$ cat src/rtl/core/tpd_pkg.sv
// Shared constants, types and helpers of the two-phase task dispatcher.
`default_nettype none
package tpd_pkg;
	localparam int MAX_WORKERS = 64;
	localparam int MAX_TASKS   = 256;

	localparam int WKR_AW  = (MAX_WORKERS > 1) ? $clog2(MAX_WORKERS) : 1;
	localparam int TASK_AW = (MAX_TASKS > 1) ? $clog2(MAX_TASKS) : 1;
	localparam int WCNT_W  = $clog2(MAX_WORKERS + 1);
	localparam int TCNT_W  = $clog2(MAX_TASKS + 1);
	localparam int SCAN_W  = (WCNT_W > TCNT_W) ? WCNT_W : TCNT_W;

	localparam int CFG_W  = 9;
	localparam int PORT_W = 16;
	localparam int TIDX_W = 8;

	typedef enum logic [1:0] {OP_ONLINE, OP_STARTING, OP_DONE, OP_OTHER} op_t;
	typedef enum logic [1:0] {ORD_MAP, ORD_REDUCE, ORD_CLEAN, ORD_PING} order_t;
	typedef enum logic [1:0] {PH_MAP, PH_REDUCE, PH_CLEAN} phase_t;
	typedef enum logic [1:0] {WS_IDLE, WS_WAITING, WS_BUSY} wstat_t;
	typedef enum logic [1:0] {TS_UNASSIGNED, TS_IN_PROG, TS_DONE} tstate_t;
	typedef enum logic [1:0] {CL_NONE, CL_SENT, CL_FINISHED} clean_t;
	typedef enum logic {CFG_NUM_MAP, CFG_NUM_REDUCE} cfg_reg_t;

	typedef enum logic [3:0] {
		S_IDLE, S_REG, S_WSCAN, S_TSCAN, S_WFIND, S_CLEAN, S_CLEAN_WR, S_FIN
	} state_t;

	typedef struct packed {
		logic [PORT_W-1:0]  port;
		wstat_t             status;
		logic               has_task;
		logic [TASK_AW-1:0] task_idx;
	} wkr_entry_t;

	localparam int WKR_W = $bits(wkr_entry_t);

	typedef struct packed {
		logic              we;
		logic [WKR_AW-1:0] addr;
		wkr_entry_t        data;
	} wkr_wr_t;

	typedef struct packed {
		logic               we;
		logic               reduce;
		logic [TASK_AW-1:0] addr;
		tstate_t            data;
	} tsk_wr_t;

	typedef struct packed {
		logic              idle;
		logic [WCNT_W-1:0] count;
		phase_t            phase;
	} seq_sts_t;

	// Task count registers above the table size act as the table size
	function automatic logic [TCNT_W-1:0] clamp_tasks(input logic [CFG_W-1:0] n);
		logic [TCNT_W-1:0] r;
		if (int'(n) > MAX_TASKS) r = TCNT_W'(MAX_TASKS);
		else r = TCNT_W'(n);
		return r;
	endfunction
endpackage
`default_nettype wire

$ cat src/rtl/core/tpd_evt_if.sv
// Worker event channel.
`default_nettype none
interface tpd_evt_if;
	import tpd_pkg::*;
	logic              valid;
	logic              ready;
	op_t               operation;
	logic [PORT_W-1:0] worker_port;

	modport source (output valid, operation, worker_port, input ready);
	modport sink (input valid, operation, worker_port, output ready);
endinterface
`default_nettype wire

$ cat src/rtl/core/tpd_ord_if.sv
// Order channel toward the workers.
`default_nettype none
interface tpd_ord_if;
	import tpd_pkg::*;
	logic              valid;
	logic              ready;
	order_t            order_kind;
	logic [PORT_W-1:0] dest_port;
	logic [TIDX_W-1:0] task_index;
	phase_t            phase_now;

	modport source (output valid, order_kind, dest_port, task_index, phase_now, input ready);
	modport sink (input valid, order_kind, dest_port, task_index, phase_now, output ready);
endinterface
`default_nettype wire

$ cat src/rtl/core/tpd_ram.sv
// Generic RAM: one write port, one read port, registered read data.
`default_nettype none
module tpd_ram #(
	parameter int WIDTH = 8,
	parameter int DEPTH = 16,
	localparam int AW = (DEPTH > 1) ? $clog2(DEPTH) : 1
) (
	input  logic             clk,
	input  logic             we,
	input  logic [AW-1:0]    waddr,
	input  logic [WIDTH-1:0] wdata,
	input  logic             re,
	input  logic [AW-1:0]    raddr,
	output logic [WIDTH-1:0] rdata
);
	logic [WIDTH-1:0] mem [DEPTH];

	always_ff @(posedge clk) begin
		if (we) mem[waddr] <= wdata;
		if (re) rdata <= mem[raddr];
	end
endmodule
`default_nettype wire

$ cat src/rtl/core/tpd_task_table.sv
// Task state table: RAM plus per-entry valid bits so reset reads as unassigned.
`default_nettype none
module tpd_task_table (
	input  logic                      clk,
	input  logic                      arst_n,
	input  logic                      we,
	input  logic [tpd_pkg::TASK_AW-1:0] waddr,
	input  tpd_pkg::tstate_t          wdata,
	input  logic                      re,
	input  logic [tpd_pkg::TASK_AW-1:0] raddr,
	output tpd_pkg::tstate_t          rdata
);
	import tpd_pkg::*;

	logic [MAX_TASKS-1:0] vld_q;
	logic                 rd_vld_q;
	logic [1:0]           ram_rdata;

	tpd_ram #(.WIDTH(2), .DEPTH(MAX_TASKS)) u_ram (
		.clk   (clk),
		.we    (we),
		.waddr (waddr),
		.wdata (wdata),
		.re    (re),
		.raddr (raddr),
		.rdata (ram_rdata)
	);

	always_ff @(posedge clk or negedge arst_n) begin
		if (!arst_n) begin
			vld_q    <= '0;
			rd_vld_q <= 1'b0;
		end else begin
			if (we) vld_q[waddr] <= 1'b1;
			if (re) rd_vld_q <= vld_q[raddr];
		end
	end

	assign rdata = rd_vld_q ? tstate_t'(ram_rdata) : TS_UNASSIGNED;
endmodule
`default_nettype wire

$ cat src/rtl/core/tpd_seq.sv
// Event sequencer: table scans, dispatch, phase control and order register.
`default_nettype none
module tpd_seq (
	input  logic                        clk,
	input  logic                        arst_n,
	tpd_evt_if.sink                     evt,
	tpd_ord_if.source                   ord,
	input  logic [tpd_pkg::TCNT_W-1:0]  n_map,
	input  logic [tpd_pkg::TCNT_W-1:0]  n_reduce,
	output tpd_pkg::wkr_wr_t            wkr_wr,
	output logic                        wkr_re,
	output logic [tpd_pkg::WKR_AW-1:0]  wkr_raddr,
	input  tpd_pkg::wkr_entry_t         wkr_rdata,
	output tpd_pkg::tsk_wr_t            tsk_wr,
	output logic                        tsk_re,
	output logic [tpd_pkg::TASK_AW-1:0] tsk_raddr,
	input  tpd_pkg::tstate_t            map_rdata,
	input  tpd_pkg::tstate_t            reduce_rdata,
	output tpd_pkg::seq_sts_t           sts
);
	import tpd_pkg::*;

	state_t              state_q, state_d;
	op_t                 op_q;
	logic [PORT_W-1:0]   port_q;
	logic [WCNT_W-1:0]   count_q;
	phase_t              phase_q;
	clean_t              clean_q;
	logic [SCAN_W-1:0]   idx_q;
	logic                rd_vld_s1;
	logic [SCAN_W-1:0]   rd_idx_s1;
	logic                busy_q;
	logic [TASK_AW-1:0]  target_q;
	logic                res_q;
	order_t              res_kind_q;
	logic [PORT_W-1:0]   res_port_q;
	logic [TASK_AW-1:0]  res_task_q;
	logic                ovalid_q;
	order_t              okind_q;
	logic [PORT_W-1:0]   oport_q;
	logic [TIDX_W-1:0]   otask_q;
	phase_t              ophase_q;

	logic [SCAN_W-1:0]   limit;
	logic                issue;
	logic                scan_end;
	logic                w_match;
	logic                w_idle;
	tstate_t             t_st;
	logic                t_free;
	logic                t_busy;
	logic                load;

	// Scan bound per state; the scan issues one read a cycle and checks each read in the cycle after
	always_comb begin
		unique case (state_q)
			S_TSCAN: begin
				if (phase_q == PH_REDUCE) limit = SCAN_W'(n_reduce);
				else if (phase_q == PH_MAP) limit = SCAN_W'(n_map);
				else limit = '0;
			end
			S_WSCAN, S_WFIND: limit = SCAN_W'(count_q);
			default: limit = '0;
		endcase
	end

	assign issue    = idx_q < limit;
	assign scan_end = !rd_vld_s1 && !issue;
	assign w_match  = rd_vld_s1 && (wkr_rdata.port == port_q);
	assign w_idle   = rd_vld_s1 && (wkr_rdata.status == WS_IDLE);
	assign t_st     = (phase_q == PH_REDUCE) ? reduce_rdata : map_rdata;
	assign t_free   = rd_vld_s1 && (t_st == TS_UNASSIGNED);
	assign t_busy   = rd_vld_s1 && (t_st == TS_IN_PROG);
	assign load     = (state_q == S_FIN) && res_q && (!ovalid_q || ord.ready);

	// Next state
	always_comb begin
		state_d = state_q;
		unique case (state_q)
			S_IDLE: begin
				if (evt.valid) begin
					unique case (evt.operation)
						OP_ONLINE: state_d = S_REG;
						OP_STARTING, OP_DONE: state_d = S_WSCAN;
						OP_OTHER: state_d = S_TSCAN;
					endcase
				end
			end
			S_REG: state_d = S_TSCAN;
			S_WSCAN: begin
				if ((op_q == OP_DONE && w_match) || scan_end) state_d = S_TSCAN;
			end
			S_TSCAN: begin
				if (phase_q == PH_CLEAN) state_d = S_CLEAN;
				else if (t_free) state_d = S_WFIND;
				else if (scan_end) state_d = S_CLEAN;
			end
			S_WFIND: begin
				if (w_idle || scan_end) state_d = S_CLEAN;
			end
			S_CLEAN: begin
				if (phase_q == PH_CLEAN && clean_q == CL_NONE) state_d = S_CLEAN_WR;
				else state_d = S_FIN;
			end
			S_CLEAN_WR: state_d = S_FIN;
			S_FIN: begin
				if (!res_q || !ovalid_q || ord.ready) state_d = S_IDLE;
			end
			default: state_d = S_IDLE;
		endcase
	end

	// Table requests
	always_comb begin
		evt.ready = (state_q == S_IDLE);
		wkr_re    = 1'b0;
		wkr_raddr = idx_q[WKR_AW-1:0];
		wkr_wr    = '0;
		tsk_re    = 1'b0;
		tsk_raddr = idx_q[TASK_AW-1:0];
		tsk_wr    = '0;
		unique case (state_q)
			S_REG: begin
				wkr_wr.we   = int'(count_q) < MAX_WORKERS;
				wkr_wr.addr = count_q[WKR_AW-1:0];
				wkr_wr.data.port     = port_q;
				wkr_wr.data.status   = WS_IDLE;
				wkr_wr.data.has_task = 1'b0;
			end
			S_WSCAN: begin
				wkr_re      = issue;
				wkr_wr.we   = w_match;
				wkr_wr.addr = rd_idx_s1[WKR_AW-1:0];
				if (op_q == OP_DONE) begin
					wkr_wr.data.port     = wkr_rdata.port;
					wkr_wr.data.status   = WS_IDLE;
					wkr_wr.data.has_task = 1'b0;
					// done event: the worker's task is finished, if it had one and the phase is not clean
					tsk_wr.we     = w_match && wkr_rdata.has_task && phase_q != PH_CLEAN;
					tsk_wr.reduce = (phase_q == PH_REDUCE);
					tsk_wr.addr   = wkr_rdata.task_idx;
					tsk_wr.data   = TS_DONE;
				end else begin
					wkr_wr.data        = wkr_rdata;
					wkr_wr.data.status = WS_BUSY;
				end
			end
			S_TSCAN: tsk_re = issue;
			S_WFIND: begin
				wkr_re      = issue;
				wkr_wr.we   = w_idle;
				wkr_wr.addr = rd_idx_s1[WKR_AW-1:0];
				wkr_wr.data.port     = wkr_rdata.port;
				wkr_wr.data.status   = WS_WAITING;
				wkr_wr.data.has_task = 1'b1;
				wkr_wr.data.task_idx = target_q;
				tsk_wr.we     = w_idle;
				tsk_wr.reduce = (phase_q == PH_REDUCE);
				tsk_wr.addr   = target_q;
				tsk_wr.data   = TS_IN_PROG;
			end
			S_CLEAN: begin
				wkr_re    = 1'b1;
				wkr_raddr = '0;
			end
			S_CLEAN_WR: begin
				wkr_wr.we          = 1'b1;
				wkr_wr.addr        = '0;
				wkr_wr.data        = wkr_rdata;
				wkr_wr.data.status = WS_WAITING;
			end
			default: ;
		endcase
	end

	// Control state
	always_ff @(posedge clk or negedge arst_n) begin
		if (!arst_n) begin
			state_q   <= S_IDLE;
			count_q   <= '0;
			phase_q   <= PH_MAP;
			clean_q   <= CL_NONE;
			idx_q     <= '0;
			rd_vld_s1 <= 1'b0;
			busy_q    <= 1'b0;
			res_q     <= 1'b0;
			ovalid_q  <= 1'b0;
		end else begin
			state_q <= state_d;
			if (state_d != state_q) begin
				idx_q     <= '0;
				rd_vld_s1 <= 1'b0;
			end else begin
				rd_vld_s1 <= issue;
				if (issue) idx_q <= idx_q + SCAN_W'(1);
			end

			unique case (state_q)
				S_IDLE: begin
					if (evt.valid) begin
						res_q  <= 1'b0;
						busy_q <= 1'b0;
					end
				end
				S_REG: begin
					if (int'(count_q) < MAX_WORKERS) count_q <= count_q + WCNT_W'(1);
				end
				S_WSCAN: begin
					if (op_q == OP_DONE && w_match && phase_q == PH_CLEAN)
						clean_q <= CL_FINISHED;
				end
				S_TSCAN: begin
					if (phase_q != PH_CLEAN) begin
						if (t_busy) busy_q <= 1'b1;
						// nothing pending or in progress: phase is over
						if (!t_free && scan_end && !busy_q) begin
							if (phase_q == PH_MAP) begin
								phase_q <= PH_REDUCE;
								res_q   <= 1'b1;
							end else begin
								phase_q <= PH_CLEAN;
							end
						end
					end
				end
				S_WFIND: if (w_idle) res_q <= 1'b1;
				S_CLEAN_WR: begin
					clean_q <= CL_SENT;
					res_q   <= 1'b1;
				end
				default: ;
			endcase

			if (load) ovalid_q <= 1'b1;
			else if (ord.ready) ovalid_q <= 1'b0;
		end
	end

	// Payload
	always_ff @(posedge clk) begin
		if (state_q == S_IDLE && evt.valid) begin
			op_q   <= evt.operation;
			port_q <= evt.worker_port;
		end
		rd_idx_s1 <= idx_q;
		if (state_q == S_TSCAN && t_free) target_q <= rd_idx_s1[TASK_AW-1:0];
		if (state_q == S_TSCAN && phase_q == PH_MAP) begin
			res_kind_q <= ORD_PING;
			res_port_q <= port_q;
			res_task_q <= '0;
		end
		if (state_q == S_WFIND && w_idle) begin
			res_kind_q <= (phase_q == PH_REDUCE) ? ORD_REDUCE : ORD_MAP;
			res_port_q <= wkr_rdata.port;
			res_task_q <= target_q;
		end
		if (state_q == S_CLEAN_WR) begin
			res_kind_q <= ORD_CLEAN;
			res_port_q <= wkr_rdata.port;
			res_task_q <= '0;
		end
		if (load) begin
			okind_q  <= res_kind_q;
			oport_q  <= res_port_q;
			otask_q  <= TIDX_W'(res_task_q);
			ophase_q <= phase_q;
		end
	end

	assign ord.valid      = ovalid_q;
	assign ord.order_kind = okind_q;
	assign ord.dest_port  = oport_q;
	assign ord.task_index = otask_q;
	assign ord.phase_now  = ophase_q;

	assign sts.idle  = (state_q == S_IDLE);
	assign sts.count = count_q;
	assign sts.phase = phase_q;
endmodule
`default_nettype wire

$ cat src/rtl/core/two_phase_task_dispatcher_core.sv
// Top level of the two-phase task dispatcher.
//
//  channel | dir | handshake      | payload
//  --------+-----+----------------+---------------------------------------------
//  evt     | in  | valid / ready  | operation, worker_port
//  ord     | out | valid / ready  | order_kind, dest_port, task_index, phase_now
//  cfg     | in  | cfg_we         | cfg_index, cfg_data
//
// The worker and task tables are single-read-port RAMs, scanned one entry per cycle.
// Reset clears counters, phase and task valid bits at once; no clearing pass.
// evt.ready is high only between events; a finished order waits in the output
// register while the next event is accepted, and the block stalls before
// loading a second one.
`default_nettype none
module two_phase_task_dispatcher_core (
	input  logic                      clk,
	input  logic                      arst_n,
	input  logic                      cfg_we,
	input  tpd_pkg::cfg_reg_t         cfg_index,
	input  logic [tpd_pkg::CFG_W-1:0] cfg_data,
	tpd_evt_if.sink                   evt,
	tpd_ord_if.source                 ord
);
	import tpd_pkg::*;

	logic [CFG_W-1:0]   num_map_q;
	logic [CFG_W-1:0]   num_reduce_q;
	logic [TCNT_W-1:0]  n_map;
	logic [TCNT_W-1:0]  n_reduce;
	wkr_wr_t            wkr_wr;
	logic               wkr_re;
	logic [WKR_AW-1:0]  wkr_raddr;
	logic [WKR_W-1:0]   wkr_rdata_raw;
	wkr_entry_t         wkr_rdata;
	tsk_wr_t            tsk_wr;
	logic               tsk_re;
	logic [TASK_AW-1:0] tsk_raddr;
	tstate_t            map_rdata;
	tstate_t            reduce_rdata;
	seq_sts_t           sts;

	always_ff @(posedge clk or negedge arst_n) begin
		if (!arst_n) begin
			num_map_q    <= '0;
			num_reduce_q <= '0;
		end else if (cfg_we) begin
			unique case (cfg_index)
				CFG_NUM_MAP: num_map_q <= cfg_data;
				CFG_NUM_REDUCE: num_reduce_q <= cfg_data;
			endcase
		end
	end

	assign n_map    = clamp_tasks(num_map_q);
	assign n_reduce = clamp_tasks(num_reduce_q);

	tpd_ram #(.WIDTH(WKR_W), .DEPTH(MAX_WORKERS)) u_wkr_ram (
		.clk   (clk),
		.we    (wkr_wr.we),
		.waddr (wkr_wr.addr),
		.wdata (wkr_wr.data),
		.re    (wkr_re),
		.raddr (wkr_raddr),
		.rdata (wkr_rdata_raw)
	);

	assign wkr_rdata = wkr_entry_t'(wkr_rdata_raw);

	tpd_task_table u_map_tbl (
		.clk    (clk),
		.arst_n (arst_n),
		.we     (tsk_wr.we && !tsk_wr.reduce),
		.waddr  (tsk_wr.addr),
		.wdata  (tsk_wr.data),
		.re     (tsk_re),
		.raddr  (tsk_raddr),
		.rdata  (map_rdata)
	);

	tpd_task_table u_reduce_tbl (
		.clk    (clk),
		.arst_n (arst_n),
		.we     (tsk_wr.we && tsk_wr.reduce),
		.waddr  (tsk_wr.addr),
		.wdata  (tsk_wr.data),
		.re     (tsk_re),
		.raddr  (tsk_raddr),
		.rdata  (reduce_rdata)
	);

	tpd_seq u_seq (
		.clk          (clk),
		.arst_n       (arst_n),
		.evt          (evt),
		.ord          (ord),
		.n_map        (n_map),
		.n_reduce     (n_reduce),
		.wkr_wr       (wkr_wr),
		.wkr_re       (wkr_re),
		.wkr_raddr    (wkr_raddr),
		.wkr_rdata    (wkr_rdata),
		.tsk_wr       (tsk_wr),
		.tsk_re       (tsk_re),
		.tsk_raddr    (tsk_raddr),
		.map_rdata    (map_rdata),
		.reduce_rdata (reduce_rdata),
		.sts          (sts)
	);

	a_count_bound: assert property (@(posedge clk) disable iff (!arst_n)
		int'(sts.count) <= MAX_WORKERS)
		else $error("worker count above table size");

	a_phase_fwd: assert property (@(posedge clk) disable iff (!arst_n)
		(sts.phase != PH_MAP) |=> (sts.phase != PH_MAP))
		else $error("phase went back to map");

	a_order_busy: assert property (@(posedge clk) disable iff (!arst_n)
		$rose(ord.valid) |-> !$past(evt.ready))
		else $error("order loaded while sequencer was idle");

	a_count_idle: assert property (@(posedge clk) disable iff (!arst_n)
		(sts.idle && !evt.valid) |=> $stable(sts.count))
		else $error("worker count changed without an event");
endmodule
`default_nettype wire
$ cat src/flat_wrapper.sv
// flat-port wrapper written by rule: the top's interface ports become plain ports
module two_phase_task_dispatcher_core_flat import tpd_pkg::*;
  (clk, arst_n, cfg_we, cfg_index, cfg_data, evt_valid, evt_operation, evt_worker_port, evt_ready, ord_valid, ord_order_kind, ord_dest_port, ord_task_index, ord_phase_now, ord_ready);
  tpd_evt_if evt_i ();
  tpd_ord_if ord_i ();
  input  logic clk;
  input  logic arst_n;
  input  logic cfg_we;
  input  tpd_pkg::cfg_reg_t cfg_index;
  input  logic [tpd_pkg::CFG_W-1:0] cfg_data;
  input wire logic [$bits(evt_i.valid)-1:0] evt_valid;
  input wire logic [$bits(evt_i.operation)-1:0] evt_operation;
  input wire logic [$bits(evt_i.worker_port)-1:0] evt_worker_port;
  output wire logic [$bits(evt_i.ready)-1:0] evt_ready;
  output wire logic [$bits(ord_i.valid)-1:0] ord_valid;
  output wire logic [$bits(ord_i.order_kind)-1:0] ord_order_kind;
  output wire logic [$bits(ord_i.dest_port)-1:0] ord_dest_port;
  output wire logic [$bits(ord_i.task_index)-1:0] ord_task_index;
  output wire logic [$bits(ord_i.phase_now)-1:0] ord_phase_now;
  input wire logic [$bits(ord_i.ready)-1:0] ord_ready;
  assign evt_i.valid = evt_valid;
  assign evt_i.operation = evt_operation;
  assign evt_i.worker_port = evt_worker_port;
  assign evt_ready = evt_i.ready;
  assign ord_valid = ord_i.valid;
  assign ord_order_kind = ord_i.order_kind;
  assign ord_dest_port = ord_i.dest_port;
  assign ord_task_index = ord_i.task_index;
  assign ord_phase_now = ord_i.phase_now;
  assign ord_i.ready = ord_ready;
  two_phase_task_dispatcher_core u_core (.clk(clk), .arst_n(arst_n), .cfg_we(cfg_we), .cfg_index(cfg_index), .cfg_data(cfg_data), .evt(evt_i), .ord(ord_i));
endmodule
$ cat config.mk
export PLATFORM = sky130hd
export DESIGN_NAME = two_phase_task_dispatcher_core_flat
export DESIGN_NICKNAME = d
export VERILOG_FILES = /design/src/rtl/core/tpd_pkg.sv /design/src/rtl/core/tpd_evt_if.sv /design/src/rtl/core/tpd_ord_if.sv /design/src/rtl/core/tpd_ram.sv /design/src/rtl/core/tpd_task_table.sv /design/src/rtl/core/tpd_seq.sv /design/src/rtl/core/two_phase_task_dispatcher_core.sv /design/src/flat_wrapper.sv
export SDC_FILE = /design/constraint.sdc
export NUM_CORES = 2
export LEC_CHECK = 0
export BUFFER_PORTS_ARGS = -buffer_cell sky130_fd_sc_hd__buf_4
export CORE_ASPECT_RATIO = 0.6
export CORE_UTILIZATION = 50
export CTS_CLUSTER_DIAMETER = 200
export DETAILED_ROUTE_END_ITERATION = 8
export PLACE_DENSITY = 0.65
export SLEW_MARGIN = 30
export SYNTH_ARGS = -nofsm -noshare
export SYNTH_HDL_FRONTEND = slang
export SYNTH_SLANG_ARGS = --single-unit
$ cat constraint.sdc
create_clock -name clk -period 18.1 [get_ports clk]
set_clock_uncertainty 0.05 [all_clocks]
set_input_delay 3.62 -clock clk [delete_from_list [all_inputs] [get_ports clk]]
set_output_delay 3.62 -clock clk [all_outputs]
set_load 0.02 [all_outputs]
# Yosys cells after proc, flatten, opt, wreduce, memory -nomap -nowiden

Memories as Yosys holds them, arrays and structs flattened. A register that Yosys moved wholly into a read port is not among the register bits.
Cells that the tools add are included.

Output and inout port bits: 30
Register bits after elaboration: 648
Logic and storage cells: 184
Bits in latches: 0
Memories: 3
Input bits: 33
Bits in read-only memories: 0
Bits in writable memories: 2,752

Add/sub/neg operators: 2
Divide/modulo/power cells: 0
Reduce and logical (&&, ||, !) cells: 55
Equality and inequality tests: 24
Order comparisons: 7
Shift operators: 0
Bitwise logic cells: 3
Multiply operators: 0
Mux-type cells: 64

Memories:

| memory                        | words | bits a word | rd ports | clocked after Yosys merged registers in | write ports | line          | text |
|---|---|---|---|---|---|---|---|
| u_core.u_wkr_ram.mem          | 64    | 27          | 1        | 1                                       | 1           | tpd_ram.sv:16 | `logic [WIDTH-1:0] mem [DEPTH];` |
| u_core.u_map_tbl.u_ram.mem    | 256   | 2           | 1        | 1                                       | 1           | tpd_ram.sv:16 |  |
| u_core.u_reduce_tbl.u_ram.mem | 256   | 2           | 1        | 1                                       | 1           | tpd_ram.sv:16 |  |

Operator list:

| operator                                                                     | number |
|---|---|
| 256-bit OR                                                                   | 2 |
| 26-bit one-hot mux with 4 select lines                                       | 1 |
| 9-bit 2-to-1 mux                                                             | 6 |
| 16-bit 2-to-1 mux                                                            | 3 |
| 4-bit one-hot mux with 8 select lines                                        | 1 |
| 4-bit 2-to-1 mux                                                             | 7 |
| 8-bit 2-to-1 mux                                                             | 3 |
| 12-bit one-hot mux with 2 select lines                                       | 1 |
| 8-bit one-hot mux with 3 select lines                                        | 1 |
| 1-bit 2-to-1 mux                                                             | 22 |
| 1-bit logical AND                                                            | 21 |
| 9-bit > comparator, second input constant                                    | 2 |
| 8-bit by 9-bit less-than comparator with 1-bit output, second input constant | 2 |
| 9-bit one-hot mux with 2 select lines                                        | 1 |
| 1-bit binary-select mux with 8-bit select                                    | 2 |
| 16-bit equality test                                                         | 1 |
| 4-bit by 3-bit equality test with 1-bit output, second input constant        | 4 |
| 2-bit 2-to-1 mux                                                             | 7 |
| 2-bit != test, second input constant                                         | 7 |
| 12-bit 2-to-1 mux                                                            | 1 |
| 4-bit one-hot mux with 3 select lines                                        | 1 |
| 2-bit logical NOT                                                            | 5 |
| 2-bit nonzero test                                                           | 5 |
| 9-bit by 1-bit adder with 9-bit output, second input constant                | 1 |
| 27 further kinds                                                             | 48 |

# Logic depth before layout (Yosys ltp)

Depth after elaboration: 14
Gate-level depth with buffers: 15
Gate-level depth less buffers: 12

# By module

Synthesis repeated with hierarchy kept, for this count alone.

Cell total of the unflattened synthesis: 7,724
Area, all modules: 138,628.0 um^2

Modules (own cells, without submodules):

| module                               | cells an instance | sequential area each (um^2) | times used | area each (um^2) |
|---|---|---|---|---|
| tpd_ram (u_core.u_wkr_ram)           | 3,002             | 52,700.5                    | 1          | 66,887.9 |
| tpd_ram (u_core.u_map_tbl.u_ram ...) | 1,242             | 15,434.8                    | 2          | 21,401.8 |
| tpd_task_table (u_core.u_map_tbl)    | 857               | 6,431.2                     | 1          | 11,352.1 |
| tpd_task_table (u_core.u_reduce_tbl) | 851               | 6,431.2                     | 1          | 11,245.8 |
| tpd_seq                              | 471               | 3,163.0                     | 1          | 5,534.1 |
| two_phase_task_dispatcher_core       | 59                | 450.4                       | 1          | 804.5 |

# Worst setup path after synthesis

OpenSTA, ideal clock, no wires.

Path type: register to register
Start point: register u_core.u_seq.state_q[0]
End point: memory u_core.u_reduce_tbl.u_ram.mem[1744][0], in the netlist u_core.u_reduce_tbl.u_ram.mem[109][0] (enable)
Stages on the path, launching flop included: 10
Required time: 17.714 ns
Buffers on the path: 2
Setup slack: 11.606 ns
Library setup time: 0.336 ns
Arrival: 6.108 ns
Clock period less this slack: 6.494 ns
Path through: dfrtp_1 nor4b_4 nand2_2 inv_2 buf_2 nand2_1 o2bb2ai_1 nand2_1 clkbuf_1 nor3_1

Word-level cells in the longest chain between the ends: 5
Elaborated cells on any way between the ends: 6
Classes of those cells: 2 x eq/ne; 3 x mux; 1 x reduce/logical

RTL lines:

| element                                                                                                                 | line                                 | text |
|---|---|---|
| start: declaration                                                                                                      | tpd_seq.sv:23                        | `state_t state_q, state_d;` |
| start signal: assignment                                                                                                | tpd_seq.sv:189                       | `state_q <= state_d;` |
| 4-bit by 3-bit equality test with 1-bit output / 4-bit by 2-bit equality test with 1-bit output (equally long branches) | tpd_seq.sv:122                       | `unique case (state_q)` |
| 12-bit one-hot mux with 2 select lines (*)                                                                              | tpd_seq.sv:122                       |  |
| 1-bit logical AND                                                                                                       | two_phase_task_dispatcher_core.sv:83 | `.we (tsk_wr.we && tsk_wr.reduce),` |
| 1-bit 2-to-1 mux                                                                                                        | tpd_ram.sv:19                        | `if (we) mem[waddr] <= wdata;` |
| 1-bit 2-to-1 mux (not written as such)                                                                                  | tpd_ram.sv:19                        |  |
| end: declaration                                                                                                        | tpd_ram.sv:16                        |  |

Every way passes the cells marked *; elsewhere a longest branch is shown, timed or not.

# Worst setup path in the final report

Start point: register u_core.u_seq.state_q[1]
End point: memory u_core.u_reduce_tbl.u_ram.mem[2832][1], in the netlist u_core.u_reduce_tbl.u_ram.mem[177][1] (enable)

The elaborated chain is that of the path after synthesis.

==> results.md <==
- GR Overflow Total: 0
- ANT nets after route: 0
- Avg Inst Size Synth: 16.6 sq um
- Clk pwr share: 35.7%
- Hold Crit Depth: 0
- Post-synth EDFFs: 2,853
- Initial drt markers: 13.0k
- PostCTS Resize Cnt: 0
- # hold bufs at CTS: 0
- IO Pins: 63
- Layout cells sized above 1: 21.2%
- Period utilisation layout: 37.9%
- Max_cap viols: 0
- Mean number of vias per cell: 6.65
- Die height: 409 um
- Clock slew at reported path FFs: 70 ps
- Max Root-Sink Buffers: 4
- Leading cell type in the layout, fill and taps excluded: edfxtp_1
- Status: complete, no violations
- Largest net degree at the start of global routing: 226
- Clock Latency Late Sink: 900 ps
- Setup ws final: 11,230 ps
- Synthesis Warnings: 0
- Top_reg_cell synth: edfxtp_1
- GPL Wtd Cong: 0.977
- Slowest Stage Delay on Critical Path: 840 ps
- CTS tree: done
- Vias in the first global route: 78.0k
- Worst R2R Path Depth: 13
- Final min period: 6870 ps
- Max Slew Vio Count: 0
- Reg-to-reg critical path endpoint: u_core.u_reduce_tbl.u_ram.mem[177][1]
- Post-Syn Instances: 8,305
- P per Cell Area: 122 mW/mm^2
- DR WL/cell: 34.0 um
- DRT Wirelength: 418 mm
- Initial antenna violation count: 49
- Crit-path cells: nor4b_4 > buf_4 > nand2_2 > inv_8 > buf_6 > buf_4 > o21ai_0 > a21oi_4 > buf_8 > buf_8 > nand2_1 > buf_4 > nor3_1
- # port buffers: 62
- CP Buf/Inv Count: 7
- Fillers: 20.6k
- Area of the mapped netlist: 0.138 sq mm
- R2r setup slk: 11,230 ps
- Crit path from: u_core.u_seq.state_q[1]
- Power share of the combinational group: 16.7%
- First-pass DRT Iterations: 6
- Final nets: 8,406
- Internal: 0.0137 W
- Share of the yosys chip area belonging to registers: 72.6%
- Via count: 81.9k
- CTS Sinks: 3,431
- Syn nets: 8,349
- Worst Path Arrival: 7390 ps
- Initial Utilization: 50.6%
- Worst Path Required: 18,620 ps
- Final Hold Vio Count: 0
- Pin slew with the least headroom to its limit: 1220 ps
- F_max: 146 MHz
- Setup_tns: 0 ps
- Startpoint Class: register
- Slowest-stage cell, CP: buf_4
- CP endpoint: u_core.u_reduce_tbl.u_ram.mem[177][1]
- Area growth syn-to-layout: 11.9%
- Rows: 148
- Kind of critical path: register to register
- Post-CTS setup-driven buffer insertion count: 0
- CP Depth: 13
- Reg2reg start: u_core.u_seq.state_q[1]
- CTS Buf Count: 319
- HP Start: u_core.u_seq.rd_idx_s1[6]
- RSZ-0062 raised after global routing: false
- Psw: 0.00518 W
- Setup violators final: 0
- Post-synth ARST share: 16.3%
- Top delay family on crit path: buffers and inverters
- Die ar.: 0.278 sq mm
- Type of the most critical hold path: register to register
- Pre-CTS WS: 11,070 ps
- Sw frac: 27.4%
- Maximum VDD drop: 0.0961 mV
- Yosys reg bits: 3,431
- Cell mode on critical path: buf_4
- Count of different cell masters after synthesis: 86
- DRC Markers: 0
- Slew headroom: 18.6%
- CP endpoint kind: register
- Most frequent cells in the layout: 2,853 x edfxtp_1, 767 x nand2_1, 579 x mux4_2
- Total GRT Usage: 29.8%
- CORE AREA: 0.273 sq mm
- Root buffer cell: clkbuf_16
- Max FO, Critical Path: 161
- Lkg Pwr: 53.7 nW
- H-tree Lvls: 5
- HPWL after detailed placement: 258 mm
- Die width: 680 um
- Global-route wire length before repair: 589 mm
- Seq pwr share: 47.6%
-- Yosys cell counts, types with 16 or more instances --
| library cell | count | area [sq um] |
|---|---|---|
| and2_1 | 27 | 169 |
| buf_1 | 101 | 379 |
| clkbuf_1 | 379 | 1420 |
| o21bai_1 | 300 | 2250 |
| a22o_1 | 23 | 201 |
| inv_1 | 18 | 67.6 |
| dfxtp_1 | 18 | 360 |
| mux2_2 | 55 | 619 |
| nand2_1 | 797 | 2990 |
| o21ai_0 | 29 | 145 |
| o221ai_1 | 22 | 193 |
| a22oi_1 | 63 | 473 |
| and3_1 | 113 | 707 |
| a211oi_1 | 257 | 1930 |
| a31o_2 | 27 | 236 |
| edfxtp_1 | 2853 | 85700 |
| a21oi_1 | 49 | 245 |
| xor2_1 | 21 | 184 |
| or4_1 | 27 | 203 |
| a21o_1 | 38 | 285 |
| nand2b_1 | 19 | 119 |
| or2_2 | 131 | 820 |
| o22ai_1 | 28 | 175 |
| nand3_1 | 356 | 1780 |
| mux4_2 | 579 | 13000 |
| nor2b_1 | 16 | 100 |
| a311oi_1 | 110 | 963 |
| dfrtp_1 | 560 | 14000 |
| or2_1 | 26 | 163 |
| buf_2 | 97 | 485 |
| nor3_1 | 193 | 966 |
| nor2_1 | 470 | 1760 |
| mux2i_1 | 289 | 2890 |
-- routing by layer --
metal  wire, um  track usage [%]  up-vias
met5         40                0        -
met1     174000             46.1    42930
met4      13900             9.66        6
met2     165000             37.8     5485
met3      65500             12.2      759
li1           -                -    32704
-- cells by family (layout without fill, tap and decap cells) --
family,count (synthesis),after routing,synth area share (%)
flops,3431,3431,72.6
other cells,1,27,0.00272
buf+inv,606,914,1.76
xor+xnor,30,30,0.191
fa+ha+maj,11,11,0.0999
mux,923,923,12.0
simple gates,2244,2244,7.48
compound gates,1059,1059,5.87
-- power groups by stage --
stage / Combinational [W] / Clock (W) / Sequential (W)
floorplan: 0.00190 / 0 / 0.00910
global placement: 0.00300 / 0 / 0.00915
detailed placement: 0.00307 / 0 / 0.00915
CTS: 0.00308 / 0.00678 / 0.00898
global route: 0.00331 / 0.00707 / 0.00899
finish: 0.00315 / 0.00673 / 0.00899
-- stage by stage --
| stage | power, W | instance area (sq um) | hold WS, ps | std cells | utilization, % |
|---|---|---|---|---|---|
| 6_report | 0.0189 | 154000 | 363 | 12314 | 56.6 |
| 5_1_grt | 0.0194 | 154000 | 364 | 12300 | 56.5 |
| 4_1_cts | 0.0188 | 154000 | 361 | 12285 | 56.4 |
| 3_5_place_dp | 0.0122 | 144000 | 340 | 11713 | 52.7 |
| 3_3_place_gp | 0.0122 | 143000 | 341 | 11707 | 52.6 |
| 2_1_floorplan | 0.0110 | 138000 | 318 | 8305 | - |
-- layout make-up --
type,count,area (sq um),share of cell area (%)
Timing Repair Buffer,322,2710,1.76
Sequential cell,3431,100000,64.9
Multi-Input combinational cell,4268,36400,23.6
Inverter,20,105,0.0682
Antenna cell,26,65.1,0.0422
Clock buffer,408,8740,5.67
Tap cell,3675,4600,2.98
Clock inverter,164,1470,0.951
-- how the worst min path moves through the flow --
| stage | to |
|---|---|
| after global placement | u_core.u_seq.target_q[6] |
| after CTS | u_core.u_seq.target_q[6] |
| final | u_core.u_seq.target_q[6] |
| after detailed placement | u_core.u_seq.target_q[7] |
| after floorplan | u_core.u_seq.rd_idx_s1[0] |
| after global routing | u_core.u_seq.target_q[6] |
-- state kept, by name, summed over array words and instances (netlist names), 4 cells and up --
register,count
u_core.u_seq.rd_idx_s1,8
u_core.u_map_tbl.u_ram.mem,512
u_core.u_seq.count_q,7
u_core.u_wkr_ram.mem,1728
u_core.u_seq.target_q,8
u_core.u_map_tbl.vld_q,256
u_core.u_seq.ord.task_index,8
u_core.u_reduce_tbl.u_ram.mem,512
u_core.num_map_q,9
u_core.u_reduce_tbl.vld_q,256
u_core.u_seq.res_task_q,8
u_core.u_seq.res_port_q,16
u_core.u_wkr_ram.rdata,27
u_core.u_seq.idx_q,9
u_core.u_seq.ord.dest_port,16
u_core.u_seq.port_q,16
u_core.u_seq.state_q,4
u_core.num_reduce_q,9
(Power assumes the default switching activity.)
